[src/rtl/ssep_pkg.sv]
// Shared types and constants of the signed slot edge player.
package ssep_pkg;

  localparam int unsigned FIFO_DEPTH = 512;
  localparam int unsigned PTR_W      = $clog2(FIFO_DEPTH);
  localparam int unsigned FILL_W     = $clog2(FIFO_DEPTH);
  localparam int unsigned BYTE_W     = 8;
  localparam int unsigned UNIT_W     = 12;
  localparam int unsigned TICKS_W    = BYTE_W + UNIT_W;
  localparam int unsigned COUNT_W    = 32;
  localparam int unsigned STATUS_W   = 3;
  localparam int unsigned OPC_W      = 3;
  localparam int unsigned ZERO_UNITS = 127;
  localparam int unsigned UNIT_RESET = 800;

  localparam int unsigned CFG_ADDR_W = 3;
  localparam int unsigned CFG_DATA_W = 32;
  localparam logic REG_UNIT_TICKS    = 1'b0;
  localparam logic REG_INVERT_LEVEL  = 1'b1;

  typedef enum logic [OPC_W-1:0] {
    CMD_TICK    = 3'd0,
    CMD_PUSH    = 3'd1,
    CMD_START   = 3'd2,
    CMD_PAUSE   = 3'd3,
    CMD_RESUME  = 3'd4,
    CMD_STOP    = 3'd5,
    CMD_SRC_END = 3'd6,
    CMD_NONE    = 3'd7
  } cmd_op_t;

  typedef struct packed {
    cmd_op_t           op;
    logic [BYTE_W-1:0] slot_byte;
  } cmd_t;

  typedef struct packed {
    logic [UNIT_W-1:0] unit_ticks;
    logic              invert_level;
  } cfg_t;

endpackage

[src/rtl/ssep_front.sv]
// Front end: transaction intake, operation decode and command queue.
module ssep_front (
  input  logic                          clk,
  input  logic                          rst_n,
  input  logic                          in_valid,
  output logic                          in_stall,
  input  logic [ssep_pkg::OPC_W-1:0]    in_operation,
  input  logic signed [ssep_pkg::BYTE_W-1:0] in_slot_byte,
  output logic                          cmd_valid,
  input  logic                          cmd_stall,
  output ssep_pkg::cmd_t                cmd
);

  ssep_pkg::cmd_t q_r [2];
  logic           wr_ptr_r, wr_ptr_nxt;
  logic           rd_ptr_r, rd_ptr_nxt;
  logic [1:0]     cnt_r, cnt_nxt;
  logic           push, pop;
  ssep_pkg::cmd_t dec;

  always_comb begin
    dec.slot_byte = in_slot_byte;
    dec.op        = ssep_pkg::cmd_op_t'(in_operation);
  end

  assign in_stall  = (cnt_r == 2'd2);
  assign cmd_valid = (cnt_r != 2'd0);
  assign cmd       = q_r[rd_ptr_r];
  assign push      = in_valid && !in_stall;
  assign pop       = cmd_valid && !cmd_stall;

  always_comb begin
    wr_ptr_nxt = push ? ~wr_ptr_r : wr_ptr_r;
    rd_ptr_nxt = pop ? ~rd_ptr_r : rd_ptr_r;
    cnt_nxt    = cnt_r + {1'b0, push} - {1'b0, pop};
  end

  always_ff @(posedge clk) begin
    if (!rst_n) begin
      wr_ptr_r <= 1'b0;
      rd_ptr_r <= 1'b0;
      cnt_r    <= 2'd0;
    end else begin
      wr_ptr_r <= wr_ptr_nxt;
      rd_ptr_r <= rd_ptr_nxt;
      cnt_r    <= cnt_nxt;
    end
  end

  always_ff @(posedge clk) begin
    if (push) begin
      q_r[wr_ptr_r] <= dec;
    end
  end

  assert property (@(posedge clk) disable iff (!rst_n) cnt_r != 2'd3)
    else $error("command queue count out of range");
  assert property (@(posedge clk) disable iff (!rst_n)
                   (push && !pop) |=> (cnt_r == $past(cnt_r) + 2'd1))
    else $error("command queue count did not advance on push");
  assert property (@(posedge clk) disable iff (!rst_n)
                   (cnt_r == 2'd0 || cnt_r == 2'd2) |-> (wr_ptr_r == rd_ptr_r))
    else $error("command queue pointers disagree with count");

endmodule

[config.mk]
export PLATFORM = sky130hd
export DESIGN_NAME = ssep_front
export DESIGN_NICKNAME = d
export VERILOG_FILES = /design/src/rtl/ssep_pkg.sv /design/src/rtl/ssep_front.sv
export SDC_FILE = /design/constraint.sdc
export NUM_CORES = 1
export LEC_CHECK = 0
export CAP_MARGIN = 30
export CORE_UTILIZATION = 50
export DETAILED_ROUTE_END_ITERATION = 10
export DONT_BUFFER_PORTS = 1
export HOLD_SLACK_MARGIN = 0.03
export PLACE_DENSITY_LB_ADDON = 0.2
export SLEW_MARGIN = 10
export SYNTH_ARGS = -nofsm -noshare
export SYNTH_HDL_FRONTEND = slang
export SYNTH_SLANG_ARGS = --single-unit
[constraint.sdc]
create_clock -name clk -period 1.63 [get_ports clk]
set_input_delay 0.163 -clock clk [delete_from_list [all_inputs] [get_ports clk]]
set_output_delay 0.163 -clock clk [all_outputs]
set_load 0.01 [all_outputs]
==> key figures <==
Critical path
  • Buffer and inverter count on the worst path: 1
  • Critical path arrival: 1.81 ns
  • Flop2flop setup slack: 0.04 ns
  • Critical Path Source Type: register
  • Cell family with most CP delay: simple AND/OR/NAND/NOR gates
  • Critical path's slowest cell: dfxtp_2
  • Max incr delay on CP: 0.34 ns
  • Setup CP Type: register to register
  • Crit path capture type: register
  • Critical Path RT: 1.85 ns
  • Most frequent CP cell: ha_4
  • Sequence of cells on the critical path: or2_4, nor2b_4, ha_4, inv_2, ha_4, xor2_2, xnor2_1, nor2b_1
  • Crit-path max FO: 2

Clock network
  • CTS max path bufs: 2
  • CTS Buf Count: 3
  • Clock Latency Late Sink: 0.31 ns
  • Root buffer cell: clkbuf_4
  • CTS clk-pin slew, worst paths: 0.13 ns
  • Clock tree from TritonCTS: done
  • CTS Sinks: 27
  • Max H-tree Level: 1

Logic synthesis
  • Synth Area in Simple Gates: 0.07186
  • Cell taking the most area after synthesis: edfxtp_1
  • Cell count after synthesis: 60
  • Main area contributors after synthesis: edfxtp_1 (63%), mux2_2 (12%), dfxtp_1 (9.6%)
  • Syn_nets: 77
  • Yosys top cell area share: 0.6323
  • Syn Area/Cell: 17.41 sq um
  • Mux contribution to synthesized area: 0.1473
  • Post-synthesis register bit count: 27
  • Largest family of logic cells by synthesized area: multiplexers
  • Post-synth cell types: 17
  • Seq/Total Area, Yosys: 0.7281
  • Synthesis warning total: 0
  • Synthesized-area fraction occupied by adder cells: 0.02395
  • Synth Area in XOR/XNOR: 0.01677
  • Synth Area in Compound Gates: 0
  • Mapped Area: 1045 sq um

Timing
  • Count of final hold-check violations: 0
  • Max-slew violations: 0
  • Final worst-path cycle share: 0.9783
  • RSZ-0062 raised after global routing: yes
  • # setup viols final: 0
  • Slew headroom: 0.8179
  • Max frequency: 627.1 MHz
  • Fin Clk Skew: 0.001832 ns
  • Slew @ Worst Pin: 0.2731 ns
  • Setup_tns: 0 ns
  • Post-layout min period: 1.595 ns

Pwr
  • Peak VDD IR: 0.9890 mV
  • Static Leak: 0.4857 nW
  • Pwr dens: 1373 nW/um^2

Final layout
  • Util after Layout: 0.6760
  • Total Nets Final: 101
  • Layout cell share with drive strength beyond 1: 0.3976
  • Post-route cell area: 1326 sq um
  • Ant. Diodes: 0
  • Area Overhead vs Synth: 26.95%

Floorplanning
  • Initial Util: 0.5325
  • Die outline height: 47.71 um
  • Die area: 2276 sq um
  • Standard-cell rows: 16
  • Core area: 1962 sq um
  • I/O pins: 28
  • Die W: 47.71 um

Global routing
  • All-Layer GR Usage: 0.1339
  • Antenna violations before repair: 0
  • First-pass GRT wire length: 2021 um
  • Global route overflow: 0
  • Vias in the first global route: 480
  • Largest net degree at the start of global routing: 15

Job
  • MaxCap Viol Count: 0

Status
  • Outcome: finished, final reports clean

Placed design
  • GP Congestion: 0.6624
  • I/O Buffers: 0
  • Post-DP Area: 1119 sq um

Routing
  • Drt first-iter violations: 3
  • Post-Route WL: 1493 um
  • Final ANT Viol Nets: 0
  • Vias: 541
  • Pre-antenna DRT Iters: 2
  • Drt wl/cell: 13.57 um
  • Vias per cell: 4.918
  • Drt drc: 0

Hold path
  • HP Class: primary input to register
[metal layers]
metal  vias to the layer above  track usage  wire length (um)
met1                       259       0.1695               674
met3                         2      0.03019                77
met4                         0      0.06667                 8
met5                         -            0                 0
met2                        16       0.2162               733
li1                        264            -                 -
[cells in the final DEF, fill, tap and decap left out]
cell | Yosys | final
clkbuf_1 | 0 | 1
ha_4 | 0 | 2
xnor2_1 | 1 | 1
nand2_2 | 0 | 1
xor2_2 | 0 | 1
inv_2 | 0 | 1
inv_1 | 2 | 1
nand2b_1 | 3 | 2
edfxtp_1 | 22 | 22
mux2_2 | 11 | 11
nor2b_4 | 1 | 1
nand2_1 | 3 | 2
buf_4 | 0 | 8
mux2i_1 | 3 | 3
dfxtp_1 | 5 | 2
or2_4 | 1 | 1
dfxtp_2 | 0 | 3
clkbuf_4 | 0 | 3
nor2_1 | 1 | 1
and2_1 | 1 | 1
nor2b_1 | 1 | 1
nand2b_4 | 0 | 1
dlygate4sd3_1 | 0 | 12
and3_1 | 1 | 1
[cells by family after synthesis]
group                    after synthesis
adder cells (fa/ha/maj)                2
XOR/XNOR                               2
AND/OR/NAND/NOR                       12
flip-flops                            27
multiplexers                          14
buffers and inverters                  3
[power by group]
group	switching, mW	total, mW	internal (mW)	leakage (nW)
Sequential	0.0629	0.940	0.877	0.248
Clock	0.176	0.272	0.0955	0.0150
Combinational	0.271	0.609	0.338	0.223
Total	0.510	1.82	1.31	0.486
[state kept, by name, indices dropped and copies added, names as in the netlist, named ones only]
signal / count
q_r: 22
wr_ptr_r: 1
rd_ptr_r: 1
cnt_r: 2
[final timing paths]
check        endpoint  cells after the start  startpoint
min reg2reg  rd_ptr_r                      2    rd_ptr_r
min          wr_ptr_r                      3    in_valid
max          cnt_r[1]                      8    cnt_r[1]
max reg2reg  cnt_r[1]                      8    cnt_r[1]
[stage by stage]
stage               hold WS (ns)  setup WS [ns]  total power, mW  std cells
finish                    0.1423        0.03543            1.821        110
floorplan                 0.2619      0.0002637            1.296         60
global placement          0.2619        0.03768            1.416         92
global route              0.1435       -0.01119            1.917        110
CTS                       0.1260      -0.003442            1.797        110
detailed placement        0.2619       -0.02401            1.429         92
[layout make-up]
cell class | instances | area [sq um]
multi-input cells | 30 | 314.1
clock buffers | 4 | 26.28
flip-flops and latches | 27 | 764.5
inverters | 2 | 7.507
well taps | 27 | 33.78
repair buffers | 20 | 180.2
fillers | 152 | 635.6
[synth_stat cells]
cell / count
mux2_2: 11
mux2i_1: 3
nand2_1: 3
and3_1: 1
buf_2: 1
ha_1: 2
xor2_1: 1
nor2_1: 1
nor2b_1: 1
and2_1: 1
dfxtp_1: 5
or2_4: 1
edfxtp_1: 22
nor2b_4: 1
xnor2_1: 1
inv_1: 2
nand2b_1: 3
[worst min-delay path, stage by stage]
cell and delay (ns):
nand2_2 0.07, buf_4 0.12, mux2i_1 0.06
[repair_timing]
action,4_1_cts,5_1_grt
endpoints found under the hold margin,27,0
setup endpoints to repair,1,8
buffers inserted,2,0
hold buffers,12,0
pin swaps,4,4
gates resized for setup,7,3
Power figures use the tool's default switching activity.
