$ cat src/rtl/ssep_pkg.sv
// Shared types and constants of the signed slot edge player.
package ssep_pkg;

  localparam int unsigned FIFO_DEPTH = 512;
  localparam int unsigned PTR_W      = $clog2(FIFO_DEPTH);
  localparam int unsigned FILL_W     = $clog2(FIFO_DEPTH);
  localparam int unsigned BYTE_W     = 8;
  localparam int unsigned UNIT_W     = 12;
  localparam int unsigned TICKS_W    = BYTE_W + UNIT_W;
  localparam int unsigned COUNT_W    = 32;
  localparam int unsigned STATUS_W   = 3;
  localparam int unsigned OPC_W      = 3;
  localparam int unsigned ZERO_UNITS = 127;
  localparam int unsigned UNIT_RESET = 800;

  localparam int unsigned CFG_ADDR_W = 3;
  localparam int unsigned CFG_DATA_W = 32;
  localparam logic REG_UNIT_TICKS    = 1'b0;
  localparam logic REG_INVERT_LEVEL  = 1'b1;

  typedef enum logic [OPC_W-1:0] {
    CMD_TICK    = 3'd0,
    CMD_PUSH    = 3'd1,
    CMD_START   = 3'd2,
    CMD_PAUSE   = 3'd3,
    CMD_RESUME  = 3'd4,
    CMD_STOP    = 3'd5,
    CMD_SRC_END = 3'd6,
    CMD_NONE    = 3'd7
  } cmd_op_t;

  typedef struct packed {
    cmd_op_t           op;
    logic [BYTE_W-1:0] slot_byte;
  } cmd_t;

  typedef struct packed {
    logic [UNIT_W-1:0] unit_ticks;
    logic              invert_level;
  } cfg_t;

endpackage

$ cat src/rtl/ssep_back.sv
// Back end: slot FIFO, play state machine, slot timer and result register.
module ssep_back (
  input  logic                            clk,
  input  logic                            rst_n,
  input  ssep_pkg::cfg_t                  cfg,
  input  logic                            cmd_valid,
  output logic                            cmd_stall,
  input  ssep_pkg::cmd_t                  cmd,
  output logic                            out_valid,
  input  logic                            out_stall,
  output logic                            out_level,
  output logic [ssep_pkg::STATUS_W-1:0]   out_play_status,
  output logic                            out_accepted,
  output logic [ssep_pkg::FILL_W-1:0]     out_fifo_fill,
  output logic [ssep_pkg::COUNT_W-1:0]    out_consumed_count
);

  typedef enum logic [ssep_pkg::STATUS_W-1:0] {
    MODE_STOPPED  = 3'd0,
    MODE_READY    = 3'd1,
    MODE_RUNNING  = 3'd2,
    MODE_PAUSED   = 3'd3,
    MODE_FINISHED = 3'd4,
    MODE_UNDERRUN = 3'd5,
    MODE_BADFIRST = 3'd6
  } mode_t;

  localparam int unsigned PW = ssep_pkg::PTR_W;
  localparam int unsigned FW = ssep_pkg::FILL_W;
  localparam int unsigned TW = ssep_pkg::TICKS_W;
  localparam int unsigned BW = ssep_pkg::BYTE_W;

  logic [BW-1:0] mem [ssep_pkg::FIFO_DEPTH];

  mode_t                         mode_r, mode_nxt;
  logic [PW-1:0]                 rp_r, rp_nxt;
  logic [FW-1:0]                 fill_r, fill_nxt;
  logic [TW-1:0]                 rem_r, rem_nxt;
  logic                          pin_r, pin_nxt;
  logic                          src_r, src_nxt;
  logic [ssep_pkg::COUNT_W-1:0]  pop_r, pop_nxt;
  logic [BW-1:0]                 head_r, head_nxt;
  logic [BW-1:0]                 rd_r;
  logic                          out_valid_r;
  logic                          acc;
  logic                          acc_r;
  logic                          lvl_r;
  mode_t                         status_r;
  logic [FW-1:0]                 fill_out_r;
  logic [ssep_pkg::COUNT_W-1:0]  count_out_r;

  logic          exec;
  logic          live;
  logic          we;
  logic [PW-1:0] wa, ra;
  logic [PW:0]   wsum;
  logic [PW-1:0] rp_inc;
  logic [BW-1:0] mag, mult_a;
  logic [TW-1:0] prod;
  logic          head_zero;
  logic          slot_lvl;

  function automatic logic [PW-1:0] ptr_inc(input logic [PW-1:0] p);
    ptr_inc = (p == PW'(ssep_pkg::FIFO_DEPTH - 1)) ? '0 : p + PW'(1);
  endfunction

  assign cmd_stall = out_valid_r && out_stall;
  assign exec      = cmd_valid && !cmd_stall;

  assign live = (mode_r == MODE_STOPPED) || (mode_r == MODE_READY) ||
                (mode_r == MODE_RUNNING) || (mode_r == MODE_PAUSED);

  assign rp_inc    = ptr_inc(rp_r);
  assign wsum      = {1'b0, rp_r} + (PW + 1)'(fill_r);
  assign wa        = (wsum >= (PW + 1)'(ssep_pkg::FIFO_DEPTH)) ?
                     PW'(wsum - (PW + 1)'(ssep_pkg::FIFO_DEPTH)) : wsum[PW-1:0];
  assign head_zero = (head_r == '0);
  assign mag       = head_r[BW-1] ? (~head_r + BW'(1)) : head_r;
  assign mult_a    = head_zero ? BW'(ssep_pkg::ZERO_UNITS) : mag;
  assign prod      = TW'(mult_a) * TW'(cfg.unit_ticks);
  assign slot_lvl  = ~head_r[BW-1] ^ cfg.invert_level;

  always_comb begin
    mode_nxt = mode_r;
    rp_nxt   = rp_r;
    fill_nxt = fill_r;
    rem_nxt  = rem_r;
    pin_nxt  = pin_r;
    src_nxt  = src_r;
    pop_nxt  = pop_r;
    head_nxt = head_r;
    we       = 1'b0;
    acc      = 1'b0;
    if (exec) begin
      case (cmd.op)
        ssep_pkg::CMD_TICK: begin
          acc = 1'b1;
          if (mode_r == MODE_RUNNING) begin
            if (rem_r > TW'(1)) begin
              rem_nxt = rem_r - TW'(1);
            end else if (fill_r == '0) begin
              rem_nxt  = '0;
              pin_nxt  = 1'b0;
              mode_nxt = src_r ? MODE_FINISHED : MODE_UNDERRUN;
            end else begin
              rp_nxt   = rp_inc;
              fill_nxt = fill_r - FW'(1);
              pop_nxt  = pop_r + 1'b1;
              head_nxt = rd_r;
              rem_nxt  = prod;
              if (!head_zero) begin
                pin_nxt = slot_lvl;
              end
            end
          end
        end
        ssep_pkg::CMD_PUSH: begin
          if (live && !src_r && (fill_r < FW'(ssep_pkg::FIFO_DEPTH - 1))) begin
            we       = 1'b1;
            fill_nxt = fill_r + FW'(1);
            acc      = 1'b1;
            if (fill_r == '0) begin
              head_nxt = cmd.slot_byte;
            end
            if (mode_r == MODE_STOPPED) begin
              mode_nxt = MODE_READY;
            end
          end
        end
        ssep_pkg::CMD_START: begin
          if (mode_r == MODE_READY) begin
            if (fill_r != '0) begin
              rp_nxt   = rp_inc;
              fill_nxt = fill_r - FW'(1);
              pop_nxt  = pop_r + 1'b1;
              head_nxt = rd_r;
            end
            if (fill_r == '0 || head_zero) begin
              mode_nxt = MODE_BADFIRST;
              pin_nxt  = 1'b0;
              rem_nxt  = '0;
            end else begin
              mode_nxt = MODE_RUNNING;
              pin_nxt  = slot_lvl;
              rem_nxt  = prod;
              acc      = 1'b1;
            end
          end
        end
        ssep_pkg::CMD_PAUSE: begin
          if (mode_r == MODE_RUNNING) begin
            mode_nxt = MODE_PAUSED;
            acc      = 1'b1;
          end
        end
        ssep_pkg::CMD_RESUME: begin
          if (mode_r == MODE_PAUSED) begin
            mode_nxt = MODE_RUNNING;
            acc      = 1'b1;
          end
        end
        ssep_pkg::CMD_STOP: begin
          mode_nxt = MODE_STOPPED;
          rp_nxt   = '0;
          fill_nxt = '0;
          rem_nxt  = '0;
          pin_nxt  = 1'b0;
          src_nxt  = 1'b0;
          pop_nxt  = '0;
          acc      = 1'b1;
        end
        ssep_pkg::CMD_SRC_END: begin
          if (live) begin
            src_nxt = 1'b1;
            acc     = 1'b1;
          end
        end
        default: begin
        end
      endcase
    end
  end

  assign ra = ptr_inc(rp_nxt);

  always_ff @(posedge clk) begin
    if (we) begin
      mem[wa] <= cmd.slot_byte;
    end
    if (we && (wa == ra)) begin
      rd_r <= cmd.slot_byte;
    end else begin
      rd_r <= mem[ra];
    end
  end

  always_ff @(posedge clk) begin
    if (!rst_n) begin
      mode_r      <= MODE_STOPPED;
      rp_r        <= '0;
      fill_r      <= '0;
      rem_r       <= '0;
      pin_r       <= 1'b0;
      src_r       <= 1'b0;
      pop_r       <= '0;
      out_valid_r <= 1'b0;
    end else begin
      mode_r <= mode_nxt;
      rp_r   <= rp_nxt;
      fill_r <= fill_nxt;
      rem_r  <= rem_nxt;
      pin_r  <= pin_nxt;
      src_r  <= src_nxt;
      pop_r  <= pop_nxt;
      if (exec) begin
        out_valid_r <= 1'b1;
      end else if (!out_stall) begin
        out_valid_r <= 1'b0;
      end
    end
  end

  always_ff @(posedge clk) begin
    head_r <= head_nxt;
    if (exec) begin
      lvl_r       <= pin_nxt;
      status_r    <= mode_nxt;
      acc_r       <= acc;
      fill_out_r  <= fill_nxt;
      count_out_r <= pop_nxt;
    end
  end

  assign out_valid          = out_valid_r;
  assign out_level          = lvl_r;
  assign out_play_status    = status_r;
  assign out_accepted       = acc_r;
  assign out_fifo_fill      = fill_out_r;
  assign out_consumed_count = count_out_r;

  assert property (@(posedge clk) disable iff (!rst_n)
                   fill_r <= FW'(ssep_pkg::FIFO_DEPTH - 1))
    else $error("slot FIFO overfilled");
  assert property (@(posedge clk) disable iff (!rst_n)
                   (mode_r == MODE_STOPPED) |-> (fill_r == '0 && pop_r == '0))
    else $error("stopped with bytes or counts left");
  assert property (@(posedge clk) disable iff (!rst_n)
                   (mode_r != MODE_RUNNING && mode_r != MODE_PAUSED) |-> (rem_r == '0))
    else $error("slot time left outside a slot");
  assert property (@(posedge clk) disable iff (!rst_n)
                   (mode_r == MODE_FINISHED || mode_r == MODE_UNDERRUN ||
                    mode_r == MODE_BADFIRST) |-> !pin_r)
    else $error("level high after playback ended");

endmodule

$ cat config.mk
export PLATFORM = sky130hd
export DESIGN_NAME = ssep_back
export DESIGN_NICKNAME = d
export VERILOG_FILES = /design/src/rtl/ssep_pkg.sv /design/src/rtl/ssep_back.sv
export SDC_FILE = /design/constraint.sdc
export NUM_CORES = 2
export LEC_CHECK = 0
export BUFFER_PORTS_ARGS = -buffer_cell sky130_fd_sc_hd__buf_2
export CORE_AREA = 2 2 546 548
export DETAILED_ROUTE_END_ITERATION = 8
export DIE_AREA = 0 0 548 550
export PLACE_DENSITY = 0.75
export SYNTH_ARGS = -nofsm -noshare
export SYNTH_HDL_FRONTEND = slang
export SYNTH_SLANG_ARGS = --single-unit
$ cat constraint.sdc
create_clock -name clk -period 5.2 [get_ports clk]
set_input_delay 1.04 -clock clk [delete_from_list [all_inputs] [get_ports clk]]
set_output_delay 1.04 -clock clk [all_outputs]
set_load 0.01 [all_outputs]
==> flow_metrics.py <==
metrics = {
    "status": {
        "status": "finished with violations",
        "violations": "setup timing",
    },
    "timing": {
        "fmax_mhz": 186,
        "setup_slack_ns": -0.174,
        "slew_viol_final": 0,
        "relSlewSlack_pct": 19.9,
        "worst_slew_pin_slew_ns": 1.20,
        "rsz0062_at_grt": "yes",
        "skew_ns": 0.0798,
        "setup_viol": 5,
        "timing.final.crit_share_pct": 103,
        "fin_crit_ns": 5.37,
        "hold_viol_final": 0,
    },
    "min_path": {
        "hold_class": "in2reg",
        "whs_path_depth": 2,
        "hold_end": "out_valid",
        "worstHoldStart": "cmd_valid",
    },
    "worst_setup_path": {
        "r2r_start": "head_r[0]",
        "rr_endpoint": "rem_r[19]",
        "r2r_setup_slack_ns": -0.17,
        "cp.buffers_inverters": 3,
        "crit_arrival_ns": 6.20,
        "crit_chain": "inv_2 -> ha_4 -> nand2_1 -> and3_1 -> o21ai_1 -> buf_4 -> nand2_2 -> fa_1 -> fa_1 -> inv_2 -> fa_1 -> fa_1 -> ha_4 -> o21ai_2 -> nor2_2 -> o41ai_2 -> o22ai_2 -> o21a_1 -> o211a_1 -> o21a_1 -> o31a_1",
        "required_ns": 6.03,
        "cp.depth": 21,
        "cpMaxStageDelayCell": "fa_1",
        "cpPeakStageDelay_ns": 0.55,
        "critPathKind": "reg2reg",
        "crit_top_cell": "fa_1",
        "cp_top_family": "adder cells",
        "worst_setup_path_end_kind": "flip-flop",
        "cp_max_fo": 5,
        "start_kind": "flip-flop",
        "ff2ff_path_depth": 21,
    },
    "synth": {
        "async_reset_ff_share_pct": 0,
        "synth_ff_type": "edfxtp_1",
        "synth_edf_count": 4150,
        "synth_cells": 8522,
        "synth_top_cell_by_area": "edfxtp_1",
        "ys_ff_latch": 4235,
        "avgSynthCellArea_um2": 19.7,
        "ys_warn_count": 0,
        "netlist_area_um2": 168000,
        "syn-num-nets": 8669,
        "synth_cell_types": 78,
        "yosys.area.top_type_share_pct": 74.2,
        "yosys-top-cells-area": "edfxtp_1 (74%), mux4_2 (13%), mux2i_1 (1.6%), nor2_1 (1.5%), dfxtp_1 (1.0%)",
        "seq_area_frac_synth_pct": 75.2,
    },
    "floorplan": {
        "die_x_um": 548,
        "die_height_um": 550,
        "rows": 200,
        "start_util_pct": 56.8,
        "design.core.area_um2": 296000,
        "io_pins": 76,
        "die_area_um2": 301000,
    },
    "placement": {
        "port_buffers": 75,
        "gp_congestion": 1.01,
        "hpwl_um": 279000,
        "place_area_um2": 177000,
    },
    "run": {
        "drv_cap": 0,
    },
    "clock_network": {
        "cts.clk_slew.worst_paths_ns": 0.06,
        "cts_made_buffers": 407,
        "cts_buffer_depth": 4,
        "cts_htree_levels": 5,
        "clock-sinks": 4235,
        "clock_latency_ns": 0.98,
        "hold_buffers": 0,
        "root_buffer": "clkbuf_16",
        "cts_tree": "built",
    },
    "finish": {
        "seq_area_um2": 126000,
        "multiInputGateArea_um2": 39500,
        "fill_cells": 18600,
        "post-route-util_pct": 64.6,
        "drive_gt1_share_pct": 24.7,
        "fin_area_um2": 191000,
        "area_growth_pct": 13.6,
        "nNetsFinal": 9307,
    },
    "global_routing": {
        "grt_max_degree": 195,
        "antenna_found_initial": 27,
        "grt.overflow.total": 0,
        "grt_pass1_wl_um": 641000,
        "grt_pass1_vias": 89800,
        "track_usage_pct": 29.6,
    },
    "pwr": {
        "power_mw": 69.0,
        "ir_worst_vdd_mv": 0.334,
        "p_per_area_nw_per_um2": 362,
        "leakage_nw": 60.5,
    },
    "detailed_routing": {
        "viasPerCell": 6.74,
        "postRouteAntennaNets": 0,
        "wl_per_cell_um": 33.2,
        "drtPass1Iterations": 6,
        "dr_total_vias": 90800,
        "drc": 0,
        "drt_iter0_drc": 13900,
        "wirelength_um": 447000,
    },
}
[cells in the final DEF, fill, tap and decap left out, types with 88 or more instances in the layout]
cell,netlist,final
mux2i_1,261,261
and2_1,115,110
mux4_2,937,937
clkinv_1,0,92
clkbuf_16,0,410
o21ai_0,123,118
edfxtp_1,4150,4150
a21oi_1,161,157
nand2_1,245,237
buf_4,12,556
o22ai_1,89,88
a22oi_1,222,222
nor2_1,662,657
[Yosys cell counts (61+ instances only)]
cell      number
a221oi_1      82
mux2i_1      261
mux4_2       937
nand3_1       76
dfxtp_1       85
o22ai_1       89
nand2_1      245
buf_2        119
clkbuf_1     287
inv_1         91
and2_1       115
o21ai_0      123
edfxtp_1    4150
a21oi_1      161
nor2_1       662
fa_1          61
buf_1         62
a22oi_1      222
[cell families after synthesis]
family                     synth area share [%]
and+or+nand+nor                            3.76
adders and majority gates                  1.16
xor gates and xnor gates                  0.172
muxes                                      14.4
buffers and inverters                      1.41
AOI/OAI and AO/OA                          3.87
DFF                                        75.2
[routing by layer]
metal / GRT usage, % / wire (µm) / vias up
li1: - / - / 36400
met1: 40.3 / 158000 / 47000
met2: 45.3 / 209000 / 6307
met3: 7.79 / 56900 / 1086
met4: 13.5 / 22300 / 16
met5: 0 / 109 / -
[worst max path at each step]
stage | start | to | slack (ns)
6_report | head_r[0] | rem_r[19] | -0.17
5_1_grt | head_r[2] | rem_r[19] | -0.37
4_1_cts | head_r[4] | rem_r[19] | -0.07
3_5_place_dp | head_r[1] | rem_r[14] | -0.24
3_3_place_gp | cfg[4] | rem_r[19] | -0.23
2_1_floorplan | head_r[3] | rem_r[19] | 0.04
[cell type report]
type	count	share of cell area, %
Antenna cell	26	0.0341
Clock buffer	497	5.56
Clock inverter	263	1.46
Inverter	91	0.179
Multi-Input combinational cell	3714	20.7
Sequential cell	4235	66.2
Tap cell	3939	2.58
Timing Repair Buffer	711	3.26
[flip-flops by register name (all words and copies together) (netlist names), 8 cells and up, named ones only]
| name | flops |
|---|---|
| out_consumed_count | 32 |
| head_r | 8 |
| rem_r | 20 |
| pop_r | 32 |
| mem | 4096 |
| rp_r | 9 |
| out_fifo_fill | 9 |
| fill_r | 9 |
[what timing repair did]
item                       4_1_cts  5_1_grt
setup endpoints to repair        6       10
setup buffers                   12        3
pin swaps                       24       20
gates resized for setup         35       16
[worst register-to-register path, delay by kind of cell (launching register included)]
family	cells	cell delay [ns]
buffers and inverters	3	0.33
adders and majority gates	6	2.44
AOI/OAI and AO/OA	8	1.70
and+or+nand+nor	4	0.41
DFF	1	0.42
[where the power goes]
part           internal, mW  total [mW]  switching [mW]  leakage, nW
sequential             37.5        37.5          0.0153         38.0
clock                  16.8        29.7            12.9         6.50
combinational         0.595        1.84            1.25         16.0
[through the flow]
stage	hold slack (ns)	setup WS, ns	TNS [ns]	cells
floorplan	0.459	0.0429	0	8522
global placement	0.477	-0.226	-0.966	12700
detailed placement	0.485	-0.244	-0.988	12700
CTS	0.272	-0.0695	-0.159	13400
global route	0.303	-0.366	-2.01	13500
finish	0.334	-0.174	-0.567	13500
Note: power is estimated with default switching activity, not from simulation.
